$ cat src/rtl/core/gsp_pkg.sv
// Shared types, codes and constants of the growing shape packer.
package gsp_pkg;

	localparam int unsigned MAX_SHAPES = 1024;
	localparam int unsigned IDX_W      = 10;
	localparam int unsigned CNT_W      = 11;
	localparam int unsigned COORD_W    = 12;
	localparam int unsigned CFG_W      = 13;
	localparam logic [CNT_W-1:0] CAPACITY = 11'd1024;
	localparam logic [CFG_W-1:0] WALL_MAX = 13'd4096;
	localparam logic [COORD_W-1:0] COORD_MAX = 12'd4095;

	typedef enum logic [2:0] {
		CMD_GROW   = 3'd0,
		CMD_PLACE  = 3'd1,
		CMD_SHRINK = 3'd2,
		CMD_READ   = 3'd3,
		CMD_CLEAR  = 3'd4
	} cmd_t;

	typedef enum logic [1:0] {
		ST_OK        = 2'd0,
		ST_COLLIDED  = 2'd1,
		ST_FULL      = 2'd2,
		ST_OUT_RANGE = 2'd3
	} status_t;

	typedef enum logic [2:0] {
		CFG_SCREEN_WIDTH  = 3'd0,
		CFG_SCREEN_HEIGHT = 3'd1,
		CFG_GROW_STEP     = 3'd2,
		CFG_GAP_SPACING   = 3'd3,
		CFG_BORDER_WIDTH  = 3'd4,
		CFG_CIRCLE_MODE   = 3'd5,
		CFG_LIVE_TARGET   = 3'd6
	} cfg_idx_t;

	typedef enum logic [2:0] {
		FIN_GROW, FIN_PLACE, FIN_FULL, FIN_SHRINK,
		FIN_READ, FIN_OUT_RANGE, FIN_CLEAR, FIN_NOP
	} fin_t;

	typedef enum logic [1:0] {
		RD_I, RD_J, RD_IDX
	} rdsel_t;

	typedef enum logic [3:0] {
		S_IDLE, S_DISPATCH, S_G_CHK, S_G_LD, S_SCAN, S_DRAIN,
		S_S_CHK, S_S_LD, S_R_WAIT, S_RESP
	} state_t;

	typedef struct packed {
		logic [COORD_W-1:0] x;
		logic [COORD_W-1:0] y;
		logic [COORD_W-1:0] w;
		logic [COORD_W-1:0] h;
		logic               alive;
	} shape_t;

	typedef struct packed {
		logic [CFG_W-1:0] screen_width;
		logic [CFG_W-1:0] screen_height;
		logic [7:0]       grow_step;
		logic [7:0]       gap_spacing;
		logic [7:0]       border_width;
		logic             circle_mode;
		logic [CNT_W-1:0] live_target;
	} cfg_t;

	// controller to datapath
	typedef struct packed {
		logic   latch_in;
		logic   clr_i;
		logic   inc_i;
		logic   rd_en;
		rdsel_t rd_sel;
		logic   load_ram;
		logic   load_pt;
		logic   scan_start;
		logic   scan_step;
		logic   wr_grow;
		logic   wr_shrink;
		logic   finish;
		fin_t   fin;
	} dp_cmd_t;

	// datapath to controller
	typedef struct packed {
		cmd_t cmd;
		logic full;
		logic out_range;
		logic i_end;
		logic j_end;
		logic pipe_empty;
		logic rd_alive;
		logic out_free;
	} dp_stat_t;

endpackage

$ cat src/rtl/core/gsp_ctrl.sv
// Sequencer of the growing shape packer: walks commands through the datapath.
module gsp_ctrl (
	input  logic               clk,
	input  logic               arst_n,
	input  logic               in_valid,
	output logic               in_stall,
	input  gsp_pkg::dp_stat_t  st,
	output gsp_pkg::dp_cmd_t   cmd
);

	gsp_pkg::state_t state_q, state_d;
	gsp_pkg::fin_t   fin_q, fin_d;

	// state register
	always_ff @(posedge clk or negedge arst_n) begin
		if (!arst_n) begin
			state_q <= gsp_pkg::S_IDLE;
			fin_q   <= gsp_pkg::FIN_NOP;
		end else begin
			state_q <= state_d;
			fin_q   <= fin_d;
		end
	end

	// next state and commands
	always_comb begin
		state_d  = state_q;
		fin_d    = fin_q;
		cmd      = '0;
		cmd.fin  = fin_q;
		in_stall = 1'b1;
		unique case (state_q)
			gsp_pkg::S_IDLE: begin
				in_stall = 1'b0;
				if (in_valid) begin
					cmd.latch_in = 1'b1;
					state_d      = gsp_pkg::S_DISPATCH;
				end
			end
			gsp_pkg::S_DISPATCH: begin
				unique case (st.cmd)
					gsp_pkg::CMD_GROW: begin
						cmd.clr_i = 1'b1;
						state_d   = gsp_pkg::S_G_CHK;
					end
					gsp_pkg::CMD_PLACE: begin
						if (st.full) begin
							fin_d   = gsp_pkg::FIN_FULL;
							state_d = gsp_pkg::S_RESP;
						end else begin
							cmd.load_pt    = 1'b1;
							cmd.scan_start = 1'b1;
							state_d        = gsp_pkg::S_SCAN;
						end
					end
					gsp_pkg::CMD_SHRINK: begin
						cmd.clr_i = 1'b1;
						state_d   = gsp_pkg::S_S_CHK;
					end
					gsp_pkg::CMD_READ: begin
						if (st.out_range) begin
							fin_d   = gsp_pkg::FIN_OUT_RANGE;
							state_d = gsp_pkg::S_RESP;
						end else begin
							cmd.rd_en  = 1'b1;
							cmd.rd_sel = gsp_pkg::RD_IDX;
							state_d    = gsp_pkg::S_R_WAIT;
						end
					end
					gsp_pkg::CMD_CLEAR: begin
						fin_d   = gsp_pkg::FIN_CLEAR;
						state_d = gsp_pkg::S_RESP;
					end
					default: begin
						fin_d   = gsp_pkg::FIN_NOP;
						state_d = gsp_pkg::S_RESP;
					end
				endcase
			end
			gsp_pkg::S_G_CHK: begin
				if (st.i_end) begin
					fin_d   = gsp_pkg::FIN_GROW;
					state_d = gsp_pkg::S_RESP;
				end else begin
					cmd.rd_en  = 1'b1;
					cmd.rd_sel = gsp_pkg::RD_I;
					state_d    = gsp_pkg::S_G_LD;
				end
			end
			gsp_pkg::S_G_LD: begin
				if (st.rd_alive) begin
					cmd.load_ram   = 1'b1;
					cmd.scan_start = 1'b1;
					state_d        = gsp_pkg::S_SCAN;
				end else begin
					cmd.inc_i = 1'b1;
					state_d   = gsp_pkg::S_G_CHK;
				end
			end
			gsp_pkg::S_SCAN: begin
				if (st.j_end) begin
					state_d = gsp_pkg::S_DRAIN;
				end else begin
					cmd.rd_en     = 1'b1;
					cmd.rd_sel    = gsp_pkg::RD_J;
					cmd.scan_step = 1'b1;
				end
			end
			gsp_pkg::S_DRAIN: begin
				if (st.pipe_empty) begin
					if (st.cmd == gsp_pkg::CMD_PLACE) begin
						fin_d   = gsp_pkg::FIN_PLACE;
						state_d = gsp_pkg::S_RESP;
					end else begin
						cmd.wr_grow = 1'b1;
						cmd.inc_i   = 1'b1;
						state_d     = gsp_pkg::S_G_CHK;
					end
				end
			end
			gsp_pkg::S_S_CHK: begin
				if (st.i_end) begin
					fin_d   = gsp_pkg::FIN_SHRINK;
					state_d = gsp_pkg::S_RESP;
				end else begin
					cmd.rd_en  = 1'b1;
					cmd.rd_sel = gsp_pkg::RD_I;
					state_d    = gsp_pkg::S_S_LD;
				end
			end
			gsp_pkg::S_S_LD: begin
				cmd.wr_shrink = 1'b1;
				cmd.inc_i     = 1'b1;
				state_d       = gsp_pkg::S_S_CHK;
			end
			gsp_pkg::S_R_WAIT: begin
				fin_d   = gsp_pkg::FIN_READ;
				state_d = gsp_pkg::S_RESP;
			end
			gsp_pkg::S_RESP: begin
				if (st.out_free) begin
					cmd.finish = 1'b1;
					state_d    = gsp_pkg::S_IDLE;
				end
			end
			default: state_d = gsp_pkg::S_IDLE;
		endcase
	end

endmodule

$ cat config.mk
export PLATFORM = sky130hd
export DESIGN_NAME = gsp_ctrl
export DESIGN_NICKNAME = d
export VERILOG_FILES = /design/src/rtl/core/gsp_pkg.sv /design/src/rtl/core/gsp_ctrl.sv
export SDC_FILE = /design/constraint.sdc
export NUM_CORES = 1
export LEC_CHECK = 0
export BUFFER_PORTS_ARGS = -buffer_cell sky130_fd_sc_hd__buf_2
export CORE_MARGIN = 1
export CORE_UTILIZATION = 48
export DETAILED_ROUTE_END_ITERATION = 10
export PLACE_DENSITY_LB_ADDON = 0.2
export SYNTH_ARGS = -nofsm -noshare
export SYNTH_HDL_FRONTEND = slang
export SYNTH_SLANG_ARGS = --single-unit
export TNS_END_PERCENT = 5
$ cat constraint.sdc
create_clock -name clk -period 2.13 [get_ports clk]
set_clock_uncertainty 0.05 [all_clocks]
set_input_delay 0.3195 -clock clk [delete_from_list [all_inputs] [get_ports clk]]
set_output_delay 0.3195 -clock clk [all_outputs]
set_load 0.1 [all_outputs]
; Yosys cells after proc, flatten, opt, wreduce, memory -nomap -nowiden
; Cells that the tools add are included.
[word_totals]
regBits = 7
inputBits = 13
wordCells = 78
n_memories = 0
mem_bits_ro = 0
latchBits = 0
output_inout_bits = 17
ramBits = 0
[classes]
n_shift = 0
eq_ne = 23
bitwise_logic = 0
n_div = 0
n_mul = 0
addsub = 0
n_mux = 46
magnitude_cmp = 0
n_reduce_logical = 7
[op_table]
columns = operator, count
row1 = $pmux W4 S10, 1
row2 = $mux W3, 11
row3 = $mux W4, 8
row4 = $mux W1, 18
row5 = $eq A4 B3 Y1 const B, 4
row6 = $ne A2 B2 Y1 const B, 8
row7 = $pmux W4 S4, 1
row8 = $pmux W3 S5, 1
row9 = $pmux W3 S4, 1
row10 = $pmux W3 S3, 1
row11 = $eq A4 B2 Y1 const B, 2
row12 = $eq A4 B4 Y1 const B, 2
row13 = $reduce_and A8 Y1, 1
row14 = $eq A3 B2 Y1 const B, 2
row15 = $ne A3 B3 Y1 const B, 2
row16 = $reduce_bool A5 Y1, 1
row17 = $eq A4 B1 Y1 const B, 1
row18 = $logic_not A4 Y1, 1
row19 = $mux W2, 2
row20 = $reduce_and A4 Y1, 1
row21 = $reduce_or A2 Y1, 2
row22 = $eq A3 B1 Y1 const B, 1
row23 = $eq A3 B3 Y1 const B, 1
row24 = $logic_not A3 Y1, 1
row25 = other kinds (2), 2

; Longest topological paths before layout
; Gate-level depths: netlist of the first run.
[depth]
ltp_word = 4
ltp_mapped = 7
ltp_nobuf = 5

; Worst setup path after synthesis of the first run
; OpenSTA, ideal clock, no wires.
[synth_timing]
path_type = flip-flop to output port
startpoint = register state_q[3]
endpoint = output port cmd[13] (netlist bit)
path_buffers = 1
slack_ns = -2.940
required_ns = 1.761
arrival_time_ns = 4.700
stages_incl_launch_ff = 5
path_cell_list = dfrtp_1 nand2b_1 clkbuf_1 nor4b_1 a31o_2
[synth_lines]
columns = element, line
row1 = "start, declared", gsp_ctrl.sv:11  ; gsp_pkg::state_t state_q, state_d;
row2 = "start signal, assigned", gsp_ctrl.sv:17  ; state_q <= gsp_pkg::S_IDLE;
row3 = "start signal, assigned", gsp_ctrl.sv:20  ; state_q <= state_d;
row4 = "end, declared", gsp_ctrl.sv:8  ; output gsp_pkg::dp_cmd_t cmd

==> results of run 1 <==
==> worst max path at each step <==
stage	start	to	slack [ns]	depth (start not counted)
final	state_q[0]	cmd[12]	0.04	5
after global routing	state_q[2]	cmd[12]	-0.01	5
after CTS	state_q[3]	cmd[12]	0.007	4
after detailed placement	st[7]	fin_q[2]	0.20	5
after global placement	st[7]	fin_q[0]	0.25	5
after floorplan	state_q[0]	cmd[12]	-0.41	4
==> layout by cell type, fill, tap and decap left out, types with 3 or more instances in the layout <==
| cell | synthesis | routed |
|---|---|---|
| nor4_4 | 1 | 3 |
| nor3_1 | 9 | 5 |
| nor3_2 | 1 | 3 |
| nor2_1 | 10 | 10 |
| buf_4 | 1 | 8 |
| dfstp_2 | 3 | 3 |
| clkbuf_4 | 0 | 3 |
| mux2_1 | 3 | 3 |
| inv_1 | 4 | 4 |
| nand2_1 | 11 | 11 |
| a21oi_1 | 8 | 8 |
| buf_2 | 5 | 15 |
| o21ai_0 | 6 | 6 |
| dfrtp_1 | 4 | 4 |
| buf_12 | 0 | 14 |
==> flip-flops by register name (all words and copies together) (netlist names) <==
| name | count |
|---|---|
| fin_q | 3 |
| state_q | 4 |
==> metal layers <==
metal	up-vias	global-route usage (%)
li1	470	-
met4	0	18.1
met1	468	42.7
met5	-	0
met2	86	55.8
met3	17	2.92
==> report_power, final <==
part / switching, mW / total [mW] / internal, mW
Combinational: 1.33 / 1.95 / 0.625
Sequential: 0.0521 / 0.270 / 0.218
Clock: 0.0601 / 0.129 / 0.0692
Total: 1.44 / 2.35 / 0.913
==> logic make-up (layout without fill, tap and decap cells) <==
group           count (synthesis)  after routing  synth area share, %
buf+inv                        13             46                 8.86
xor+xnor                        2              2                 2.10
flops                           7              7                 21.5
simple gates                   54             54                 37.4
compound gates                 30             30                 23.7
mux                             5              5                 6.46
==> per-stage QoR <==
stage | setup TNS [ns] | cells | util (%) | setup WS (ns) | instance area [sq um]
after floorplan | -2.10 | 111 | - | -0.415 | 961
after global placement | 0 | 155 | 83.9 | 0.252 | 1310
after detailed placement | 0 | 155 | 83.9 | 0.199 | 1310
after CTS | 0 | 160 | 86.4 | 0.00689 | 1350
after global routing | -0.0119 | 160 | 86.5 | -0.0119 | 1350
final | 0 | 160 | 86.5 | 0.0389 | 1350
==> what timing repair did <==
item,4_1_cts,5_1_grt
buffers inserted,0,0
hold endpoints to repair,4,0
hold buffers,1,0
resized for setup,0,1
endpoints found under the setup margin,0,3
==> area by class of cell <==
cell class	instances	share of cell area [%]
multi-input cells	91	50.6
repair buffers	38	31.5
flip-flops and latches	7	13.3
clock buffers	3	1.67
well taps	16	1.48
inverters	4	1.11
clock inverters	1	0.371
==> critical path, cell delays in order (launching register included) <==
cell	delay [ns]
dfrtp_1	0.41
and2b_1	0.22
nand2_2	0.17
nor3_4	0.07
or3_4	0.41
buf_12	0.17
==> flow_summary.json, run 1 <==
{
  "status": "finished, violations left",
  "violations": "design-rule violations",
  "total_power_mw": 2.35,
  "synth_top_area_share_pct": 12.0,
  "met1Wirelength_mm": 1.04,
  "setup.worst_path.start_class": "register",
  "cts_max_level": 1,
  "grt_pass1_vias": 991,
  "grt_max_degree": 13,
  "cp_data_arrival_time_ns": 1.72,
  "ios": 30,
  "numCtsBuffers": 3,
  "finalNetCount": 158,
  "rsz0062_at_grt": "true",
  "area_growth_pct": 61.9,
  "die_h_microns": 43.7,
  "wl_per_cell_microns": 17.7,
  "hold_viol": 0,
  "holdCritStartpoint": "st[0]",
  "ys_seq_area_share_pct": 21.5,
  "hp-class": "in -> reg",
  "hpwlAfterDp_mm": 2.22,
  "vias": 1041,
  "synth_common_cells": "nand2_1, nor2_1, nor3_1",
  "worstSetupPathType": "reg -> out",
  "synth_nets": 124,
  "cts.clk_slew.worst_paths_ns": 0.06,
  "fill_cells": 82,
  "syn_avg_cell_area_sq_um": 7.51,
  "antenna_cells": 0,
  "yosysTopAreaCell": "dfrtp_1",
  "synthesis.area_sq_um": 833,
  "crit_fanout": 4,
  "finalCritPeriodShare_pct": 98.2,
  "r2r_cells": 6,
  "drt_iter0_markers": 72,
  "wl_met3_microns": 258,
  "yosys.cell_types.count": 48,
  "insertion_delay_ns": 0.27,
  "synth_seq_cells": 7,
  "multi_input_area_sq_um": 682,
  "core_area_sq_um": 1560,
  "wl_met2_mm": 1.39,
  "synth_enable_flop_cells": 0,
  "holdWs_ns": 0.354,
  "dr.pass1.iters": 8,
  "setup_viol": 0,
  "end_kind": "primary output",
  "track_usage_pct": 33.5,
  "vias_per_cell": 6.51,
  "p_leak_nw": 0.560,
  "r2r_end": "fin_q[2]",
  "synthFlopType": "dfrtp_1",
  "gr-total-overflow": 0,
  "ff_latch_area_sq_um": 179,
  "r2r-start": "state_q[2]",
  "worstMarginPinSlew_ns": 0.492,
  "die_area_sq_um": 1910,
  "cp_data_required_time_ns": 1.76,
  "synth_area_leaders": "dfrtp_1, dfstp_2, nor3_1",
  "top_layer_used": "met4",
  "min_path_cells": 3,
  "whs_endpoint": "state_q[3]",
  "grt_pass1_wl_mm": 4.70,
  "cts_tree": "built",
  "start_util_pct": 53.5,
  "die_x_microns": 43.7,
  "postRouteWirelength_mm": 2.83,
  "portBuffers": 29,
  "maxSlewHeadroom_pct": 67.4,
  "power_density_nw_per_um2": 1740,
  "peakVddDrop_mv": 1.55,
  "clock_path_buffers": 2,
  "drc": 1,
  "syn_inst": 111,
  "fmax_mhz": 478,
  "final_layout_size_suffix_gt1_share_pct": 43.8,
  "root_buffer": "clkbuf_4",
  "async_flop_share_pct": 100,
  "period_needed_ns": 2.09,
  "num_rows": 14,
  "ant_nets": 0,
  "drv_slew": 0,
  "gp_congestion": 0.971,
  "ys.warnings.count": 0,
  "maxCapViolCount": 0,
  "r2r_slack_ns": 0.29,
  "cts.sinks": 7,
  "yosysMostFrequentCell": "nand2_1",
  "antenna_found_initial": 0
}
Note: power is estimated with default switching activity, not from simulation.
==> inputs of run 2 (changes only) <==
Settings changed: ABC_AREA from default to 1.
==> run 2 against run 1 <==
Net effect:
- the flow now finishes without violations
- critical path depth increased by 3
- total power decreased by 13%
- largest power group unchanged
- utilization decreased by 10 points
- highest routed layer unchanged
- critical endpoint is now cmd[13]
- largest cell class unchanged
==> flow_summary.json, run 2 <==
{
  "grt_pass1_wl_mm": 3.96,
  "hp-class": "in -> async",
  "final_common_cell": "nand2_1",
  "vias_per_cell": 5.31,
  "die_area_sq_um": 1850,
  "syn_avg_cell_area_sq_um": 5.76,
  "worstMarginPinSlew_ns": 0.488,
  "total_power_mw": 2.04,
  "final_area_sq_um": 1180,
  "synth_common_cells": "nand2_1, nor2_1, inv_1",
  "dpl-instance-area_sq_um": 1130,
  "peakVddDrop_mv": 1.10,
  "wl_per_cell_microns": 12.5,
  "synth_seq_cells": 7,
  "clock_path_buffers": 2,
  "synth_area_leaders": "nand2_1, dfrtp_1, nor2_1",
  "drv_slew": 0,
  "synthAdderAreaFrac_pct": 0,
  "gr-total-overflow": 0,
  "grt_pass1_vias": 963,
  "dp_slack_ns": 0.275,
  "maxCapViolCount": 0,
  "die_h_microns": 43.0,
  "cp_data_arrival_time_ns": 1.68,
  "hold_viol": 0,
  "cts.sinks": 7,
  "ant_nets": 0,
  "final_layout_size_suffix_gt1_share_pct": 37.4,
  "yosys.cell_types.count": 24,
  "synthFlopType": "dfrtp_1",
  "num_rows": 14,
  "track_usage_pct": 28.0,
  "drc": 0,
  "final_core_util_pct": 76.5,
  "cts.clk_slew.worst_paths_ns": 0.05,
  "synth_enable_flop_cells": 0,
  "cts_tree": "built",
  "synth_compound_area_share_pct": 8.53,
  "portBuffers": 29,
  "antenna_found_initial": 0,
  "period_needed_ns": 2.05,
  "fmax_mhz": 487,
  "met1Wirelength_microns": 937,
  "ios": 30,
  "vias": 1009,
  "cts_max_level": 1,
  "top_regs": "state_q (4), fin_q (3)",
  "multi_input_area_sq_um": 591,
  "cp_data_required_time_ns": 1.76,
  "power_density_nw_per_um2": 1730,
  "synthSimpleGateAreaFrac_pct": 57.7,
  "setup.worst_path.start_class": "register",
  "final_cell_mix": "nand2_1, nor2_1, inv_1, buf_2, nand3_1",
  "insertion_delay_ns": 0.25,
  "synth_top_family_by_area": "simple AND/OR/NAND/NOR gates",
  "start_util_pct": 52.4,
  "setup_ws_ns": 0.0771,
  "grt_max_degree": 10,
  "ys_seq_area_share_pct": 22.2,
  "end_kind": "primary output",
  "hpwlAfterDp_mm": 2.03,
  "gp_congestion": 0.966,
  "finalCritPeriodShare_pct": 96.4,
  "drt_iter0_markers": 41,
  "setup_tns_ns": 0,
  "worstSetupPathType": "reg -> out",
  "finalNetCount": 188,
  "largest_reg_flops": 4,
  "setup_viol": 0,
  "die_x_microns": 43.0,
  "ff_latch_area_sq_um": 180,
  "core_area_sq_um": 1540,
  "largest-register": "state_q",
  "fill_cells": 131,
  "post_cts_buffers": 0,
  "wl_met2_mm": 1.23,
  "crit_fanout": 5,
  "status": "completed",
  "synth_top_area_share_pct": 21.4,
  "rsz0062_at_grt": "true",
  "syn_inst": 140,
  "async_flop_share_pct": 100,
  "ys.warnings.count": 0,
  "synthMuxAreaShare_pct": 0,
  "numCtsBuffers": 3,
  "yosysTopAreaCell": "nand2_1",
  "wl_met3_microns": 140,
  "synth_xor_area_share_pct": 0,
  "root_buffer": "clkbuf_4",
  "antenna_cells": 0,
  "dr.pass1.iters": 4,
  "p_leak_nw": 0.689,
  "synthesis.area_sq_um": 807,
  "yosysMostFrequentCell": "nand2_1",
  "top_layer_used": "met4",
  "postRouteWirelength_mm": 2.37,
  "synth_nets": 153,
  "area_growth_pct": 46.0,
  "maxSlewHeadroom_pct": 67.7
}
==> run 2: changes by cell type in the layout (fill, tap and decap cells not counted), sizes merged, moves of 4 or more <==
cell    delta
nand2b     -4
nor3       -7
nand2     +39
nand3     +11
nor2      +19
a21oi      -6
inv       +19
buf        -8
==> run 2: per-stage QoR <==
step	instances	hold WS [ns]
floorplan	140	-0.0261
global placement	185	0.105
detailed placement	185	0.112
CTS	190	0.372
global route	190	0.379
finish	190	0.384
==> run 2: what timing repair did <==
action	in CTS	in global routing
endpoints found under the hold margin	4	0
hold buffers	1	0
gates resized for setup	0	8
setup endpoints to repair	0	4
==> run 2: kinds of logic (layout without fill, tap and decap cells) <==
family | after synthesis | in the layout
flip-flops | 7 | 7
AO/OA/AOI/OAI | 10 | 10
buffers and inverters | 24 | 58
AND/OR/NAND/NOR | 99 | 99
==> run 2: path summary, 6_finish.rpt <==
| kind | slack (ns) | cells past startpoint | from | to |
|---|---|---|---|---|
| min in group clk | 0.40 | 4 | st[0] | state_q[3] |
| max reg2reg | 0.59 | 8 | state_q[3] | state_q[0] |
| max | 0.08 | 8 | state_q[3] | cmd[13] |
| min reg2reg | 0.42 | 2 | fin_q[0] | fin_q[0] |
| max in group asynchronous | 1.42 | 2 | arst_n | fin_q[2] |
| min | 0.38 | 2 | arst_n | state_q[2] |
==> run 2: power by group <==
group | switching [mW] | internal, mW | leakage, nW
combinational | 1.19 | 0.409 | 0.592
clock | 0.0507 | 0.0716 | 0.0150
sequential | 0.0889 | 0.226 | 0.0820
==> run 2: layout make-up <==
cell class                      count  area share [%]
Timing Repair Buffer               31            23.4
Multi-Input combinational cell    109            50.1
Inverter                           23            7.32
Sequential cell                     7            15.3
Tap cell                           16            1.70
Clock buffer                        4            2.23
==> run 2: critical path, cell delays in order (launching register included) <==
cell     delay (ns)
dfrtp_1        0.43
inv_2          0.13
nand2_2        0.12
nor2_4         0.18
nand2_2        0.10
nor2_4         0.13
nor2_1         0.05
nand2_1        0.10
buf_12         0.18
==> run 2: per-layer routing <==
metal / GRT usage, % / up-vias
met5: 0 / -
met4: 9.70 / 0
met3: 6.81 / 8
met2: 50.0 / 44
met1: 32.1 / 455
li1: - / 502
==> inputs of run 3 (changes only) <==
Settings changed: CORE_UTILIZATION 48 to 40.
==> run 3 against run 2 <==
Net effect:
- non-clock buffer count is the same
- sequential share of layout area shrank 0.056 points
- cell count grew 4.7%
- critical path depth is the same
- die area grew 19%
- combinational power is essentially flat
- via count shrank 1.1%
- register-to-register slack lost 0.02 ns
- cell area grew 1.1%
- critical path type unchanged
==> flow_summary.json, run 3 (same netlist as run 2, synthesis figures left out) <==
{
  "vias": 998,
  "rsz0062_at_grt": "true",
  "hp-class": "in -> async",
  "fin_cells": 199,
  "num_rows": 15,
  "gr-total-overflow": 0,
  "peakVddDrop_mv": 1.27,
  "cts.clk_slew.worst_paths_ns": 0.05,
  "ios": 30,
  "gp_congestion": 0.947,
  "power_density_nw_per_um2": 1710,
  "largest_reg_flops": 4,
  "wl_met2_mm": 1.16,
  "worstMarginPinSlew_ns": 0.489,
  "hold_viol": 0,
  "critPathTopFamily": "simple AND/OR/NAND/NOR gates",
  "setup.worst_path.start_class": "register",
  "cp_data_required_time_ns": 1.76,
  "clock_path_buffers": 2,
  "largest-register": "state_q",
  "wl_met3_microns": 99,
  "die_area_sq_um": 2200,
  "place_inst": 193,
  "drt_iter0_markers": 29,
  "r2r_end": "state_q[2]",
  "root_buffer": "clkbuf_4",
  "die_x_microns": 46.9,
  "cp_slowest_cell": "dfrtp_2",
  "hpwlAfterDp_mm": 2.00,
  "slowest_delay_ns": 0.45,
  "grt_max_degree": 10,
  "end_kind": "primary output",
  "dr.pass1.iters": 4,
  "cts.sinks": 7,
  "maxCapViolCount": 0,
  "worstSetupPathType": "reg -> out",
  "final_layout_size_suffix_gt1_share_pct": 37.9,
  "final_common_cell": "nand2_1",
  "vias_per_cell": 5.02,
  "met1Wirelength_microns": 994,
  "wl_per_cell_microns": 11.6,
  "insertion_delay_ns": 0.25,
  "antenna_found_initial": 0,
  "crit_chain": "inv_2 -> nand2_2 -> nor2_4 -> nand2_1 -> nor2_4 -> nor2_1 -> nand2_1 -> buf_12",
  "antenna_cells": 0,
  "status": "completed",
  "fmax_mhz": 484,
  "r2r_slack_ns": 0.57,
  "final_cell_mix": "nand2_1, inv_1, buf_2, nor2_1, nand3_1",
  "die_h_microns": 46.9,
  "numCtsBuffers": 3,
  "r2r_cells": 8,
  "p_leak_nw": 0.686,
  "postRouteWirelength_mm": 2.31,
  "track_usage_pct": 23.5,
  "r2r-start": "state_q[2]",
  "top_layer_used": "met4",
  "drc": 0,
  "grt_pass1_wl_mm": 3.64,
  "cts_tree": "built",
  "ant_nets": 0,
  "drv_slew": 0,
  "start_util_pct": 44.8,
  "setup_viol": 0,
  "finalNetCount": 188,
  "grt_pass1_vias": 865,
  "core_area_sq_um": 1800,
  "portBuffers": 29,
  "area_growth_pct": 47.6,
  "crit_fanout": 5,
  "finalCritPeriodShare_pct": 97.0,
  "holdWs_ns": 0.383,
  "period_needed_ns": 2.07,
  "top_regs": "state_q (4), fin_q (3)",
  "cp_data_arrival_time_ns": 1.70,
  "maxSlewHeadroom_pct": 67.6,
  "crit_buf_inv": 2,
  "cts_max_level": 1
}
-- run 3: changes by cell type in the layout (fill, tap and decap cells not counted) --
cell and delta:
buf_4 -2, dfrtp_2 +1, nor2_2 +1, clkbuf_4 +2, nand2_1 +1, dfrtp_1 -1, nand2_2 -1, nor2_1 -1
-- run 3: worst max-delay path by stage --
stage                    to       start  cells after the start  slack, ns
floorplan            cmd[7]  state_q[1]                      4      -0.47
global placement    cmd[13]  state_q[0]                      7       0.31
detailed placement   cmd[8]  state_q[0]                      5       0.29
CTS                  cmd[8]  state_q[0]                      5       0.02
global route        cmd[13]  state_q[3]                      8      -0.03
finish              cmd[13]  state_q[3]                      8       0.06
-- run 3: worst register-to-register path: stages, from the launching register on --
cell	delay [ns]
dfrtp_1	0.48
inv_1	0.12
nor2_1	0.26
nand2_1	0.16
inv_1	0.11
a21oi_1	0.08
nand3_1	0.11
nand2_1	0.06
nand2_1	0.06
-- run 3: layer usage --
| metal | vias up | track usage, % |
|---|---|---|
| met5 | - | 0 |
| met4 | 0 | 6.86 |
| met3 | 11 | 3.46 |
| met2 | 31 | 40.0 |
| met1 | 452 | 30.7 |
| li1 | 504 | - |
-- run 3: where the power goes --
group	switching (mW)	internal [mW]
Clock	0.0481	0.0714
Sequential	0.0947	0.227
Combinational	1.19	0.407
Total	1.33	0.706
-- run 3: final cells by class --
cell class / count / area, sq um
Multi-Input combinational cell: 109 / 591
Sequential cell: 7 / 181
Inverter: 23 / 86.3
Timing Repair Buffer: 31 / 275
Tap cell: 25 / 31.3
Fill cell: 183 / 611
Clock buffer: 4 / 26.3
-- run 3: stage by stage --
| step | area (sq um) | utilization, % | TNS (ns) | setup slack, ns | total power, mW |
|---|---|---|---|---|---|
| after floorplan | 856 | - | -1.22 | -0.466 | 1.56 |
| after global placement | 1130 | 62.7 | 0 | 0.307 | 1.85 |
| after detailed placement | 1130 | 62.7 | 0 | 0.285 | 1.88 |
| after CTS | 1170 | 64.7 | 0 | 0.0175 | 2.00 |
| after global routing | 1190 | 66.1 | -0.0352 | -0.0294 | 2.16 |
| final | 1190 | 66.1 | 0 | 0.0634 | 2.04 |
-- run 3: what timing repair did --
action / 4_1_cts / 5_1_grt
hold endpoints to repair: 4 / 0
endpoints found under the setup margin: 0 / 6
buffers inserted: 0 / 1
hold buffers: 1 / 0
gates resized for setup: 0 / 7
